## src/hdl/lrbe_pkg.sv

```systemverilog
// Shared types, constants and the distance table of the LED ripple brightness engine.
package lrbe_pkg;

   localparam int ROWS_DEF   = 8;
   localparam int COLS_DEF   = 16;
   localparam int SLOTS_DEF  = 4;
   localparam int PIXELS_DEF = 64;
   localparam int HUES_DEF   = 360;

   localparam int ROW_W    = 3;
   localparam int COL_W    = 4;
   localparam int PIX_W    = 6;
   localparam int HUE_W    = 9;
   localparam int BRIGHT_W = 7;
   localparam int SPEED_W  = 8;
   localparam int TIME_W   = 32;
   localparam int DIST_W   = 14;

   localparam int QUEUE_DEPTH = 2;
   localparam int LUT_DEPTH   = 2 ** (ROW_W + COL_W);

   localparam logic [DIST_W-1:0] FAR_DIST   = DIST_W'(9900);
   localparam logic [DIST_W-1:0] RING_WIDTH = DIST_W'(200);

   typedef enum logic [1:0] {
      REQ_TRIGGER = 2'd0,
      REQ_FRAME   = 2'd1,
      REQ_PIXEL   = 2'd2,
      REQ_SELECT  = 2'd3
   } req_kind_type;

   typedef enum logic [2:0] {
      ST_IDLE,
      ST_EVAL,
      ST_FINISH,
      ST_FRAME_DIV,
      ST_FRAME_MOD
   } back_state_type;

   typedef struct packed {
      req_kind_type      kind;
      logic [TIME_W-1:0] time_ms;
      logic [ROW_W-1:0]  row;
      logic [COL_W-1:0]  col;
      logic [PIX_W-1:0]  pixel;
   } item_type;

   typedef struct packed {
      logic [BRIGHT_W-1:0] base_brightness;
      logic [HUE_W-1:0]    base_hue;
      logic [SPEED_W-1:0]  speed;
      logic                rainbow_mode;
      logic [BRIGHT_W-1:0] ambient_floor;
   } cfg_type;

   typedef struct packed {
      logic [PIX_W-1:0]    pixel;
      logic [HUE_W-1:0]    hue;
      logic [BRIGHT_W-1:0] brightness;
   } result_type;

   typedef logic [LUT_DEPTH-1:0][DIST_W-1:0] dist_lut_type;

   // Exact floor(sqrt(10000 * (dr^2 + dc^2))) for every row and column offset.
   function automatic dist_lut_type build_dist_lut();
      dist_lut_type lut;
      int v;
      int r;
      int t;
      for (int ar = 0; ar < 2 ** ROW_W; ar++) begin
         for (int ac = 0; ac < 2 ** COL_W; ac++) begin
            v = 10000 * (ar * ar + ac * ac);
            r = 0;
            for (int b = 11; b >= 0; b--) begin
               t = r | (1 << b);
               if (t * t <= v) begin
                  r = t;
               end
            end
            lut[ar * (2 ** COL_W) + ac] = DIST_W'(r);
         end
      end
      return lut;
   endfunction

endpackage

```

## src/hdl/lrbe_front.sv

```systemverilog
// Front end: accepts command words, classifies them and queues them for the back end.
module lrbe_front import lrbe_pkg::*; (
   input  logic              clock,
   input  logic              reset,
   input  logic              start,
   output logic              busy,
   input  logic [1:0]        req_type,
   input  logic [TIME_W-1:0] req_time_ms,
   input  logic [ROW_W-1:0]  req_key_row,
   input  logic [COL_W-1:0]  req_key_col,
   input  logic [PIX_W-1:0]  req_pixel_index,
   output item_type          item,
   output logic              item_valid,
   input  logic              item_pop
);

   localparam int CNT_W = $clog2(QUEUE_DEPTH + 1);

   logic [CNT_W-1:0] count_ff;
   logic [CNT_W-1:0] count_in;
   item_type         head_ff;
   item_type         tail_ff;
   item_type         word_in;
   logic             push;

   assign busy       = (count_ff == CNT_W'(QUEUE_DEPTH));
   assign item_valid = (count_ff != '0);
   assign item       = head_ff;
   assign push       = start && !busy;

   always_comb begin
      word_in.kind    = req_kind_type'(req_type);
      word_in.time_ms = req_time_ms;
      word_in.row     = req_key_row;
      word_in.col     = req_key_col;
      word_in.pixel   = req_pixel_index;
      count_in        = count_ff;
      if (push && !item_pop) begin
         count_in = count_ff + 1'b1;
      end else if (item_pop && !push) begin
         count_in = count_ff - 1'b1;
      end
   end

   always_ff @(posedge clock) begin
      if (reset) begin
         count_ff <= '0;
      end else begin
         count_ff <= count_in;
      end
   end

   always_ff @(posedge clock) begin
      if (push && item_pop) begin
         head_ff <= word_in;
      end else if (push) begin
         if (count_ff == '0) begin
            head_ff <= word_in;
         end else begin
            tail_ff <= word_in;
         end
      end else if (item_pop) begin
         head_ff <= tail_ff;
      end
   end

endmodule

```

## src/hdl/lrbe_back.sv

```systemverilog
// Back end: ripple slot state, per-slot evaluation pipeline, pixel hue store and result register.
module lrbe_back import lrbe_pkg::*; #(
   parameter int MATRIX_ROWS  = ROWS_DEF,
   parameter int MATRIX_COLS  = COLS_DEF,
   parameter int RIPPLE_SLOTS = SLOTS_DEF,
   parameter int PIXEL_COUNT  = PIXELS_DEF,
   parameter int HUE_RANGE    = HUES_DEF
) (
   input  logic       clock,
   input  logic       reset,
   input  item_type   item,
   input  logic       item_valid,
   output logic       item_pop,
   input  cfg_type    cfg,
   output result_type result,
   output logic       result_valid
);

   localparam int SLOT_W       = (RIPPLE_SLOTS > 1) ? $clog2(RIPPLE_SLOTS) : 1;
   localparam int PIX_AW       = (PIXEL_COUNT > 1) ? $clog2(PIXEL_COUNT) : 1;
   localparam int PIPE_DEPTH   = 5;
   localparam int LAST_CNT     = RIPPLE_SLOTS + PIPE_DEPTH - 1;
   localparam int CNT_W        = $clog2(LAST_CNT + 1);
   localparam int RADIUS_LIMIT = MATRIX_COLS * 100;
   localparam int RETIRE_P     = ((RADIUS_LIMIT + 1) * 100 + 59) / 60;
   localparam int P_W          = $clog2(RETIRE_P);
   localparam int RAD_W        = $clog2(RADIUS_LIMIT + 1);
   localparam int R5_SHIFT     = 18;
   localparam int R5           = (2 ** R5_SHIFT + 4) / 5;
   localparam int R5P_W        = P_W + 2 + R5_SHIFT;
   localparam int FQ_SHIFT     = 20;
   localparam int RC           = (2 ** FQ_SHIFT + MATRIX_COLS - 1) / MATRIX_COLS;
   localparam int FP_W         = RAD_W + FQ_SHIFT + 1;
   localparam int RB_SHIFT     = 35;
   localparam logic [21:0] RB  = 22'(((64'd1 << RB_SHIFT) + 64'd9999) / 64'd10000);
   localparam int HQ_SHIFT     = 19;
   localparam int RH           = (2 ** HQ_SHIFT + HUE_RANGE - 1) / HUE_RANGE;
   localparam dist_lut_type DIST_LUT = build_dist_lut();

   back_state_type state_ff;
   back_state_type state_in;
   logic [CNT_W-1:0] cnt_ff;
   item_type cur_ff;

   logic [ROW_W-1:0]  slot_row_ff   [RIPPLE_SLOTS];
   logic [COL_W-1:0]  slot_col_ff   [RIPPLE_SLOTS];
   logic [TIME_W-1:0] slot_start_ff [RIPPLE_SLOTS];
   logic [HUE_W-1:0]  slot_hue_ff   [RIPPLE_SLOTS];
   logic [RIPPLE_SLOTS-1:0] slot_active_ff;
   logic [SLOT_W-1:0] next_slot_ff;
   logic [HUE_W-1:0]  rainbow_hue_ff;
   logic [TIME_W-1:0] frame_time_ff;

   logic [HUE_W-1:0]       hue_mem [PIXEL_COUNT];
   logic [PIXEL_COUNT-1:0] hue_valid_ff;
   logic [HUE_W-1:0]       hue_default_ff;
   logic [HUE_W-1:0]       rd_hue_ff;
   logic                   rd_valid_ff;

   logic [HUE_W:0]   hue_sum_ff;
   logic [HUE_W:0]   hue_q_ff;
   logic [BRIGHT_W-1:0] peak_b_ff;
   logic [HUE_W-1:0]    top_hue_ff;
   logic                updated_ff;

   logic              s1_v_ff, s2_v_ff, s3_v_ff, s4_v_ff, s5_v_ff;
   logic [39:0]       s1_p_ff;
   logic [SLOT_W-1:0] s1_idx_ff;
   logic [ROW_W-1:0]  s1_ar_ff;
   logic [COL_W-1:0]  s1_ac_ff;
   logic [HUE_W-1:0]  s1_hue_ff, s2_hue_ff, s3_hue_ff, s4_hue_ff, s5_hue_ff;
   logic [RAD_W-1:0]  s2_rad_ff;
   logic [DIST_W-1:0] s2_dist_ff;
   logic [BRIGHT_W-1:0] s3_int_ff;
   logic [BRIGHT_W-1:0] s3_fade_ff, s4_fade_ff;
   logic [13:0]       s4_bi_ff;
   logic [20:0]       s5_bif_ff;

   logic              issue;
   logic [SLOT_W-1:0] idx;
   logic [TIME_W-1:0] elapsed;
   logic [39:0]       p_full;
   logic [ROW_W-1:0]  ar_in;
   logic [COL_W-1:0]  ac_in;
   logic              retire;
   logic [P_W+1:0]    p3;
   logic [R5P_W-1:0]  rad_prod;
   logic              far;
   logic [DIST_W-1:0] dist_in;
   logic [DIST_W-1:0] rad_ext;
   logic [DIST_W-1:0] ring;
   logic              hit;
   logic [FP_W-1:0]   fade_prod;
   logic [BRIGHT_W-1:0] fade_in;
   logic [BRIGHT_W-1:0] int_in;
   logic [42:0]       rb_prod;
   logic [BRIGHT_W-1:0] rb;
   logic [28:0]       hq_prod;
   logic [19:0]       hue_mod;
   logic              in_store;
   logic [PIX_AW-1:0] cur_addr;
   logic [PIX_AW-1:0] item_addr;
   logic [SLOT_W-1:0] next_slot_in;

   assign in_store  = ({3'b000, cur_ff.pixel} < 9'(PIXEL_COUNT));
   assign cur_addr  = PIX_AW'(cur_ff.pixel);
   assign item_addr = PIX_AW'(item.pixel);
   assign issue     = (state_ff == ST_EVAL) && (cnt_ff < CNT_W'(RIPPLE_SLOTS));
   assign idx       = cnt_ff[SLOT_W-1:0];
   assign elapsed   = frame_time_ff - slot_start_ff[idx];
   assign p_full    = 40'(elapsed) * 40'(cfg.speed);
   assign ar_in     = (cur_ff.row >= slot_row_ff[idx]) ? cur_ff.row - slot_row_ff[idx]
                                                       : slot_row_ff[idx] - cur_ff.row;
   assign ac_in     = (cur_ff.col >= slot_col_ff[idx]) ? cur_ff.col - slot_col_ff[idx]
                                                       : slot_col_ff[idx] - cur_ff.col;
   assign next_slot_in = (next_slot_ff == SLOT_W'(RIPPLE_SLOTS - 1)) ? '0
                                                                     : next_slot_ff + 1'b1;

   assign retire   = (s1_p_ff >= 40'(RETIRE_P));
   assign p3       = (P_W + 2)'({s1_p_ff[P_W-1:0], 1'b0}) + (P_W + 2)'(s1_p_ff[P_W-1:0]);
   assign rad_prod = R5P_W'(p3) * R5P_W'(R5);
   assign far      = (int'(s1_ar_ff) >= 2 * MATRIX_ROWS) || (int'(s1_ac_ff) >= 2 * MATRIX_COLS);
   assign dist_in  = far ? FAR_DIST : DIST_LUT[{s1_ar_ff, s1_ac_ff}];

   assign rad_ext   = DIST_W'(s2_rad_ff);
   assign ring      = (rad_ext > s2_dist_ff) ? rad_ext - s2_dist_ff : s2_dist_ff - rad_ext;
   assign hit       = (ring < RING_WIDTH);
   assign int_in    = BRIGHT_W'(100) - BRIGHT_W'(ring[7:1]);
   assign fade_prod = FP_W'(s2_rad_ff) * FP_W'(RC);
   assign fade_in   = BRIGHT_W'(100) - fade_prod[FQ_SHIFT +: BRIGHT_W];

   assign rb_prod = 43'(s5_bif_ff) * 43'(RB);
   assign rb      = rb_prod[RB_SHIFT +: BRIGHT_W];

   assign hq_prod = 29'(hue_sum_ff) * 29'(RH);
   assign hue_mod = 20'(hue_sum_ff) - 20'(hue_q_ff) * 20'(HUE_RANGE);

   always_comb begin
      state_in = state_ff;
      item_pop = 1'b0;
      unique case (state_ff)
         ST_IDLE: begin
            if (item_valid) begin
               item_pop = 1'b1;
               if (item.kind == REQ_PIXEL) begin
                  state_in = ST_EVAL;
               end else if (item.kind == REQ_FRAME && cfg.rainbow_mode) begin
                  state_in = ST_FRAME_DIV;
               end
            end
         end
         ST_EVAL: begin
            if (cnt_ff == CNT_W'(LAST_CNT)) begin
               state_in = ST_FINISH;
            end
         end
         ST_FINISH:    state_in = ST_IDLE;
         ST_FRAME_DIV: state_in = ST_FRAME_MOD;
         ST_FRAME_MOD: state_in = ST_IDLE;
         default:      state_in = ST_IDLE;
      endcase
   end

   always_ff @(posedge clock) begin
      if (reset) begin
         state_ff       <= ST_IDLE;
         cnt_ff         <= '0;
         slot_active_ff <= '0;
         next_slot_ff   <= '0;
         rainbow_hue_ff <= '0;
         frame_time_ff  <= '0;
         hue_valid_ff   <= '0;
         hue_default_ff <= '0;
         result_valid   <= 1'b0;
         s1_v_ff        <= 1'b0;
         s2_v_ff        <= 1'b0;
         s3_v_ff        <= 1'b0;
         s4_v_ff        <= 1'b0;
         s5_v_ff        <= 1'b0;
      end else begin
         state_ff     <= state_in;
         result_valid <= (state_ff == ST_FINISH);
         cnt_ff       <= (state_ff == ST_EVAL) ? cnt_ff + 1'b1 : '0;
         s1_v_ff      <= issue && slot_active_ff[idx];
         s2_v_ff      <= s1_v_ff && !retire;
         s3_v_ff      <= s2_v_ff && hit;
         s4_v_ff      <= s3_v_ff;
         s5_v_ff      <= s4_v_ff;
         if (s1_v_ff && retire) begin
            slot_active_ff[s1_idx_ff] <= 1'b0;
         end
         if (item_pop) begin
            unique case (item.kind)
               REQ_TRIGGER: begin
                  slot_active_ff[next_slot_ff] <= 1'b1;
                  next_slot_ff <= next_slot_in;
               end
               REQ_FRAME: frame_time_ff <= item.time_ms;
               REQ_SELECT: begin
                  rainbow_hue_ff <= cfg.base_hue;
                  hue_default_ff <= cfg.base_hue;
                  hue_valid_ff   <= '0;
               end
               default: begin
               end
            endcase
         end
         if (state_ff == ST_FRAME_MOD) begin
            rainbow_hue_ff <= hue_mod[HUE_W-1:0];
         end
         if (state_ff == ST_FINISH && updated_ff && in_store) begin
            hue_valid_ff[cur_addr] <= 1'b1;
         end
      end
   end

   always_ff @(posedge clock) begin
      if (item_pop) begin
         cur_ff      <= item;
         peak_b_ff   <= cfg.ambient_floor;
         updated_ff  <= 1'b0;
         rd_hue_ff   <= hue_mem[item_addr];
         rd_valid_ff <= hue_valid_ff[item_addr];
         hue_sum_ff  <= (HUE_W + 1)'(rainbow_hue_ff) + (HUE_W + 1)'(cfg.speed);
         if (item.kind == REQ_TRIGGER) begin
            slot_row_ff[next_slot_ff]   <= item.row;
            slot_col_ff[next_slot_ff]   <= item.col;
            slot_start_ff[next_slot_ff] <= item.time_ms;
            slot_hue_ff[next_slot_ff]   <= cfg.rainbow_mode ? rainbow_hue_ff : cfg.base_hue;
         end
      end
      if (state_ff == ST_FRAME_DIV) begin
         hue_q_ff <= hq_prod[HQ_SHIFT +: HUE_W + 1];
      end
      if (state_ff == ST_EVAL && cnt_ff == '0) begin
         if (cfg.rainbow_mode && in_store) begin
            top_hue_ff <= rd_valid_ff ? rd_hue_ff : hue_default_ff;
         end else begin
            top_hue_ff <= '0;
         end
      end
      if (s5_v_ff && rb > peak_b_ff) begin
         peak_b_ff <= rb;
         if (cfg.rainbow_mode) begin
            top_hue_ff <= s5_hue_ff;
            updated_ff <= 1'b1;
         end
      end
      if (state_ff == ST_FINISH) begin
         result.pixel      <= cur_ff.pixel;
         result.hue        <= cfg.rainbow_mode ? top_hue_ff : cfg.base_hue;
         result.brightness <= peak_b_ff;
      end
      s1_p_ff    <= p_full;
      s1_idx_ff  <= idx;
      s1_ar_ff   <= ar_in;
      s1_ac_ff   <= ac_in;
      s1_hue_ff  <= slot_hue_ff[idx];
      s2_rad_ff  <= rad_prod[R5_SHIFT +: RAD_W];
      s2_dist_ff <= dist_in;
      s2_hue_ff  <= s1_hue_ff;
      s3_int_ff  <= int_in;
      s3_fade_ff <= fade_in;
      s3_hue_ff  <= s2_hue_ff;
      s4_bi_ff   <= 14'(s3_int_ff) * 14'(cfg.base_brightness);
      s4_fade_ff <= s3_fade_ff;
      s4_hue_ff  <= s3_hue_ff;
      s5_bif_ff  <= 21'(s4_bi_ff) * 21'(s4_fade_ff);
      s5_hue_ff  <= s4_hue_ff;
   end

   always_ff @(posedge clock) begin
      if (state_ff == ST_FINISH && updated_ff && in_store) begin
         hue_mem[cur_addr] <= top_hue_ff;
      end
   end

endmodule

```

## src/hdl/led_ripple_brightness_engine.sv

```systemverilog
// Top level of the LED ripple brightness engine: register port, front end and back end.
//
// Command words enter on start/busy: a word is taken at a clock edge with start high and
// busy low. A two-word queue sits between the front end and the back end, so busy only
// rises when the queue is full. Trigger and select words are handled as they leave the
// queue, as is a frame word, which in rainbow mode then passes a divide and a modulo state
// to advance the rainbow hue. A pixel word is loaded, issues each ripple slot in turn into
// the five-stage evaluation pipeline, waits for the pipeline to drain, and finishes; the
// back end takes no other word meanwhile. Its result then shows on the rsp_ ports, marked
// by rsp_strobe for exactly one cycle; the receiver cannot hold results off, and no other
// word gives a result. Registers are written and read through the APB port at byte
// address 4 * index; pready is always high. Register writes belong to idle periods.
// Reset empties the queue, retires every ripple, clears the frame time, rainbow hue and
// all stored pixel hues, and loads the register defaults.
module led_ripple_brightness_engine import lrbe_pkg::*; #(
   parameter int MATRIX_ROWS  = ROWS_DEF,
   parameter int MATRIX_COLS  = COLS_DEF,
   parameter int RIPPLE_SLOTS = SLOTS_DEF,
   parameter int PIXEL_COUNT  = PIXELS_DEF,
   parameter int HUE_RANGE    = HUES_DEF
) (
   input  logic                clock,
   input  logic                reset,
   input  logic                start,
   output logic                busy,
   input  logic [1:0]          req_type,
   input  logic [TIME_W-1:0]   req_time_ms,
   input  logic [ROW_W-1:0]    req_key_row,
   input  logic [COL_W-1:0]    req_key_col,
   input  logic [PIX_W-1:0]    req_pixel_index,
   output logic                rsp_strobe,
   output logic [PIX_W-1:0]    rsp_out_pixel,
   output logic [HUE_W-1:0]    rsp_out_hue,
   output logic [BRIGHT_W-1:0] rsp_out_brightness,
   input  logic                psel,
   input  logic                penable,
   input  logic                pwrite,
   input  logic [4:0]          paddr,
   input  logic [31:0]         pwdata,
   output logic [31:0]         prdata,
   output logic                pready
);

   localparam logic [2:0] REG_BASE_BRIGHTNESS = 3'd0;
   localparam logic [2:0] REG_BASE_HUE        = 3'd1;
   localparam logic [2:0] REG_SPEED           = 3'd2;
   localparam logic [2:0] REG_AMBIENT         = 3'd3;
   localparam logic [2:0] REG_RAINBOW_MODE    = 3'd4;
   localparam int AMB_SHIFT = 21;
   localparam int AMB_R     = (2 ** AMB_SHIFT + 99) / 100;

   logic [BRIGHT_W-1:0] base_brightness_ff;
   logic [HUE_W-1:0]    base_hue_ff;
   logic [SPEED_W-1:0]  speed_ff;
   logic [BRIGHT_W-1:0] ambient_percent_ff;
   logic                rainbow_mode_ff;
   logic [13:0]         amb_prod_ff;
   logic [BRIGHT_W-1:0] amb_floor_ff;
   logic [28:0]         amb_scaled;
   logic [7:0]          amb_quot;
   logic                wr_en;
   item_type            item;
   logic                item_valid;
   logic                item_pop;
   cfg_type             cfg;
   result_type          result;

   assign pready     = 1'b1;
   assign wr_en      = psel && penable && pwrite && pready;
   assign amb_scaled = 29'(amb_prod_ff) * 29'(AMB_R);
   assign amb_quot   = amb_scaled[AMB_SHIFT +: 8];

   always_ff @(posedge clock) begin
      if (reset) begin
         base_brightness_ff <= BRIGHT_W'(100);
         base_hue_ff        <= '0;
         speed_ff           <= SPEED_W'(1);
         ambient_percent_ff <= '0;
         rainbow_mode_ff    <= 1'b0;
      end else if (wr_en) begin
         unique case (paddr[4:2])
            REG_BASE_BRIGHTNESS: base_brightness_ff <= pwdata[BRIGHT_W-1:0];
            REG_BASE_HUE:        base_hue_ff        <= pwdata[HUE_W-1:0];
            REG_SPEED:           speed_ff           <= pwdata[SPEED_W-1:0];
            REG_AMBIENT:         ambient_percent_ff <= pwdata[BRIGHT_W-1:0];
            REG_RAINBOW_MODE:    rainbow_mode_ff    <= pwdata[0];
            default: begin
            end
         endcase
      end
   end

   always_ff @(posedge clock) begin
      amb_prod_ff  <= 14'(base_brightness_ff) * 14'(ambient_percent_ff);
      amb_floor_ff <= (amb_quot > 8'd127) ? BRIGHT_W'(127) : amb_quot[BRIGHT_W-1:0];
   end

   always_comb begin
      unique case (paddr[4:2])
         REG_BASE_BRIGHTNESS: prdata = 32'(base_brightness_ff);
         REG_BASE_HUE:        prdata = 32'(base_hue_ff);
         REG_SPEED:           prdata = 32'(speed_ff);
         REG_AMBIENT:         prdata = 32'(ambient_percent_ff);
         REG_RAINBOW_MODE:    prdata = 32'(rainbow_mode_ff);
         default:             prdata = '0;
      endcase
   end

   always_comb begin
      cfg.base_brightness = base_brightness_ff;
      cfg.base_hue        = base_hue_ff;
      cfg.speed           = speed_ff;
      cfg.rainbow_mode    = rainbow_mode_ff;
      cfg.ambient_floor   = amb_floor_ff;
   end

   lrbe_front u_front (
      .clock           (clock),
      .reset           (reset),
      .start           (start),
      .busy            (busy),
      .req_type        (req_type),
      .req_time_ms     (req_time_ms),
      .req_key_row     (req_key_row),
      .req_key_col     (req_key_col),
      .req_pixel_index (req_pixel_index),
      .item            (item),
      .item_valid      (item_valid),
      .item_pop        (item_pop)
   );

   lrbe_back #(
      .MATRIX_ROWS  (MATRIX_ROWS),
      .MATRIX_COLS  (MATRIX_COLS),
      .RIPPLE_SLOTS (RIPPLE_SLOTS),
      .PIXEL_COUNT  (PIXEL_COUNT),
      .HUE_RANGE    (HUE_RANGE)
   ) u_back (
      .clock        (clock),
      .reset        (reset),
      .item         (item),
      .item_valid   (item_valid),
      .item_pop     (item_pop),
      .cfg          (cfg),
      .result       (result),
      .result_valid (rsp_strobe)
   );

   assign rsp_out_pixel      = result.pixel;
   assign rsp_out_hue        = result.hue;
   assign rsp_out_brightness = result.brightness;

`ifndef SYNTHESIS
   a_strobe_single: assert property (@(posedge clock) disable iff (reset)
      rsp_strobe |=> !rsp_strobe)
      else $error("Two results were issued in consecutive cycles.");

   a_reset_clears: assert property (@(posedge clock)
      reset |=> !busy && !rsp_strobe)
      else $error("Queue or result strobe survived reset.");

   a_pop_needs_word: assert property (@(posedge clock) disable iff (reset)
      item_pop |-> item_valid)
      else $error("Back end took a word from an empty queue.");
`endif

endmodule

```

## config.mk

```make
export PLATFORM = sky130hd
export DESIGN_NAME = led_ripple_brightness_engine
export DESIGN_NICKNAME = d
export VERILOG_FILES = /design/src/hdl/lrbe_pkg.sv /design/src/hdl/lrbe_front.sv /design/src/hdl/lrbe_back.sv /design/src/hdl/led_ripple_brightness_engine.sv
export SDC_FILE = /design/constraint.sdc
export NUM_CORES = 2
export LEC_CHECK = 0
export BUFFER_PORTS_ARGS = -buffer_cell sky130_fd_sc_hd__buf_2
export CAP_MARGIN = 40
export CORE_MARGIN = 4
export CORE_UTILIZATION = 45
export CTS_BUF_LIST = sky130_fd_sc_hd__clkbuf_2
export CTS_CLUSTER_DIAMETER = 40
export DETAILED_ROUTE_END_ITERATION = 7
export GPL_ROUTABILITY_DRIVEN = 0
export GPL_TIMING_DRIVEN = 0
export RECOVER_POWER = 100
export SLEW_MARGIN = 20
export SYNTH_ARGS = -nofsm -noshare
export SYNTH_HDL_FRONTEND = slang
export SYNTH_SLANG_ARGS = --single-unit
export TNS_END_PERCENT = 1
```

## constraint.sdc

```tcl
create_clock -name clock -period 8.2 [get_ports clock]
set_clock_uncertainty 0.15 [all_clocks]
set_input_delay 1.23 -clock clock [delete_from_list [all_inputs] [get_ports clock]]
set_output_delay 1.23 -clock clock [all_outputs]
set_load 0.02 [all_outputs]
```

==> flow_summary.ini <==
[drt]
detail-route-antenna-nets = 0
vias = 52200
top_layer = met5
vias_per_cell = 5.29
met2_length_um = 97500
drt_iter0_markers = 3593
totalWireLength_um = 200000
drc = 0
wl_met3_um = 11600
drtPass1Iterations = 8
wl_met1_um = 84100
post_drt_wl_per_cell_um = 20.3

[sta]
finalSetupViolCount = 12
max-slew-margin-rel_pct = -129
fin_tns_setup_ns = -0.416
fin_crit_ns = 8.27
hold_violations = 0
fin_ws_ns = -0.0734
worst_pin_slew_ns = 3.43
drv_slew = 799
max_freq_mhz = 121
min_period_over_period_pct = 101
rsz0062_at_grt = true

[run_status]
violations = capacitance limit, slew limit, setup timing
run_status = finished with violations

[synthesis]
syn-instance-count = 6522
yosys_warnings = 0
yosys.area.top_type_share_pct = 34.4
ys_dominant_reg_cell = edfxtp_1
synthDistinctLibCells = 77
synth_area_um2 = 80700
syn_avg_cell_area_um2 = 12.4
yosysTopAreaCell = edfxtp_1
synth.area.top_cells = edfxtp_1 (34%), fa_1 (15%), ha_1 (12%)
ys_seq_area_share_pct = 43.6
synth-edff-count = 926
synth-async-reset-ratio_pct = 0
synth_seq_cells = 1296

[place]
postPlaceCellArea_um2 = 85500
place_worst_setup_slack_ns = -2.06
dpl.hpwl_um = 150000
numPortBuffers = 94

[worst_setup_path]
endpoint_kind = flip-flop
worstPathRequired_ns = 9.51
cp_top_family = adder cells
path_common_cell = o21a_1
critPathBufInv = 6
worstSetupPathType = reg2reg
cp_slowest_cell = fa_1
cp.arrival_ns = 9.59
slowest_delay_ns = 0.55
start_kind = flip-flop
cp_max_fo = 7

[clock_tree]
tritoncts = built
cts-root-buf = clkbuf_2
clk_latency_ns = 1.76
numClockSinks = 1296
numCtsBuffers = 340
clkTransAtPathRegs_ns = 0.13
htreeDepth = 5
clockBufferDepth = 4

[floorplan]
ioPinCount = 147
row_count = 155
die_x_um = 432
die_y_um = 432
core_um2 = 178000
start_util_pct = 45.2
dieArea_um2 = 186000

[layout]
fill_cells = 15900
area_growth_pct = 12.3
register_area_um2 = 35300
postLayoutCellArea_um2 = 90600
multi_input_area_um2 = 42200
drive_gt1_share_pct = 15.7
nets = 8666

[global_routing]
grt_start_max_net_pins = 67
grt_usage_pct = 21.6
grt_pass1_wl_um = 312000
antenna_found_initial = 15
grt_pass1_vias = 54300
grt_overflow = 0

[worst_hold_path]
min_path_type = reg2reg

[run]
cap_violations = 17
[cell usage after synthesis, types with 8 or more instances]
library cell    n
o211ai_1       19
or3_1          11
nor3_1         43
xor2_1         66
a211oi_1       27
a21o_1         75
o21a_1         36
nor4_1         13
o21ai_0       107
edfxtp_1      926
buf_1          34
buf_4          24
nor2b_1        63
clkbuf_1      183
a311oi_1       10
nor3b_1        11
xnor2_1       127
and2_1        267
nor2_1        299
nand2_1       560
and3_1         20
mux2i_1        55
mux2_2          9
ha_1          744
a31oi_1        30
nand2b_1       48
o21bai_1       23
a211o_1         8
a22o_1         11
nand4_1        17
mux4_2        271
inv_1         927
or2_2          13
fa_1          587
a21oi_1       313
dfxtp_1       370
nand3_1        55
o31ai_1         9
[cells in the final DEF, fill, tap and decap left out, drive strengths merged, types with 100 or more instances in the layout]
cell type,synthesis,final
ha,744,744
clkbuf,183,833
fa,587,587
edfxtp,926,926
xnor2,127,127
inv,927,928
o21ai,111,111
buf,61,169
a21oi,313,313
nand2,560,560
mux4,271,271
and2,267,267
clkinv,2,100
dfxtp,370,370
nor2,299,299
[sequential cells by signal (all words and copies together) (netlist names), 11 cells and up]
| register | count |
|---|---|
| amb_prod_ff | 14 |
| u_back.frame_time_ff | 32 |
| u_back.hue_mem | 576 |
| u_back.hue_valid_ff | 64 |
| u_back.result | 22 |
| u_back.s1_p_ff | 40 |
| u_back.s2_dist_ff | 11 |
| u_back.s2_rad_ff | 11 |
| u_back.s4_bi_ff | 14 |
| u_back.s5_bif_ff | 21 |
| u_back.slot_col_ff | 16 |
| u_back.slot_hue_ff | 36 |
| u_back.slot_row_ff | 12 |
| u_back.slot_start_ff | 128 |
| u_front.item | 47 |
| u_front.tail_ff | 47 |
[cell families (layout without fill, tap and decap cells)]
logic type	after synthesis	in the layout	synth area share, %
fa+ha+maj	1331	1331	26.1
xor+xnor	193	193	2.09
other cells	2	36	0.00930
flops	1296	1296	43.6
mux	335	335	8.37
simple gates	1442	1442	8.44
buf+inv	1173	2132	5.57
compound gates	750	750	5.81
[final timing paths]
check,start,end,slack [ns],cells after the start
max,u_back.s5_bif_ff[16]$_DFF_P_,u_back.peak_b_ff[6]$_DFFE_PP_,-0.07,32
min,u_back.s2_hue_ff[7]$_DFF_P_,u_back.s3_hue_ff[7]$_DFF_P_,0.1,0
max reg2reg,u_back.s5_bif_ff[16]$_DFF_P_,u_back.peak_b_ff[6]$_DFFE_PP_,-0.07,32
min reg2reg,u_back.s2_hue_ff[7]$_DFF_P_,u_back.s3_hue_ff[7]$_DFF_P_,0.1,0
[area by class of cell]
| cell class | count | share of cell area [%] |
|---|---|---|
| Sequential cell | 1296 | 38.9 |
| Inverter | 929 | 3.88 |
| Multi-Input combinational cell | 4075 | 46.6 |
| Timing Repair Buffer | 362 | 2.71 |
| Tap cell | 2355 | 3.25 |
| Clock inverter | 111 | 0.645 |
| Buffer | 241 | 1.22 |
| Antenna cell | 12 | 0.0331 |
| Clock buffer | 489 | 2.70 |
[stage by stage]
step	hold slack (ns)	std cells	util [%]
finish	0.0967	9870	50.8
CTS	0.000443	9835	50.9
detailed placement	0.162	9110	47.9
global route	0.0439	9869	50.8
global placement	0.160	8993	47.2
floorplan	0.160	6544	-
[metal layers]
| metal | vias up | track usage (%) |
|---|---|---|
| met3 | 409 | 3.55 |
| met2 | 1727 | 36.3 |
| li1 | 24000 | - |
| met1 | 26000 | 28.5 |
| met5 | - | 0 |
| met4 | 2 | 7.48 |
[timing repair]
action                                  in CTS  in global routing
pin swaps                                   78                 53
endpoints found under the setup margin      55                 46
endpoints found under the hold margin      154                  0
setup buffers                               38                 20
resized for setup                          245                 71
gates cloned                                 0                  0
hold buffers                                90                  0
Power is not shown: default switching activity piles up to over one toggle a cycle in this logic, so the estimate is an artifact.
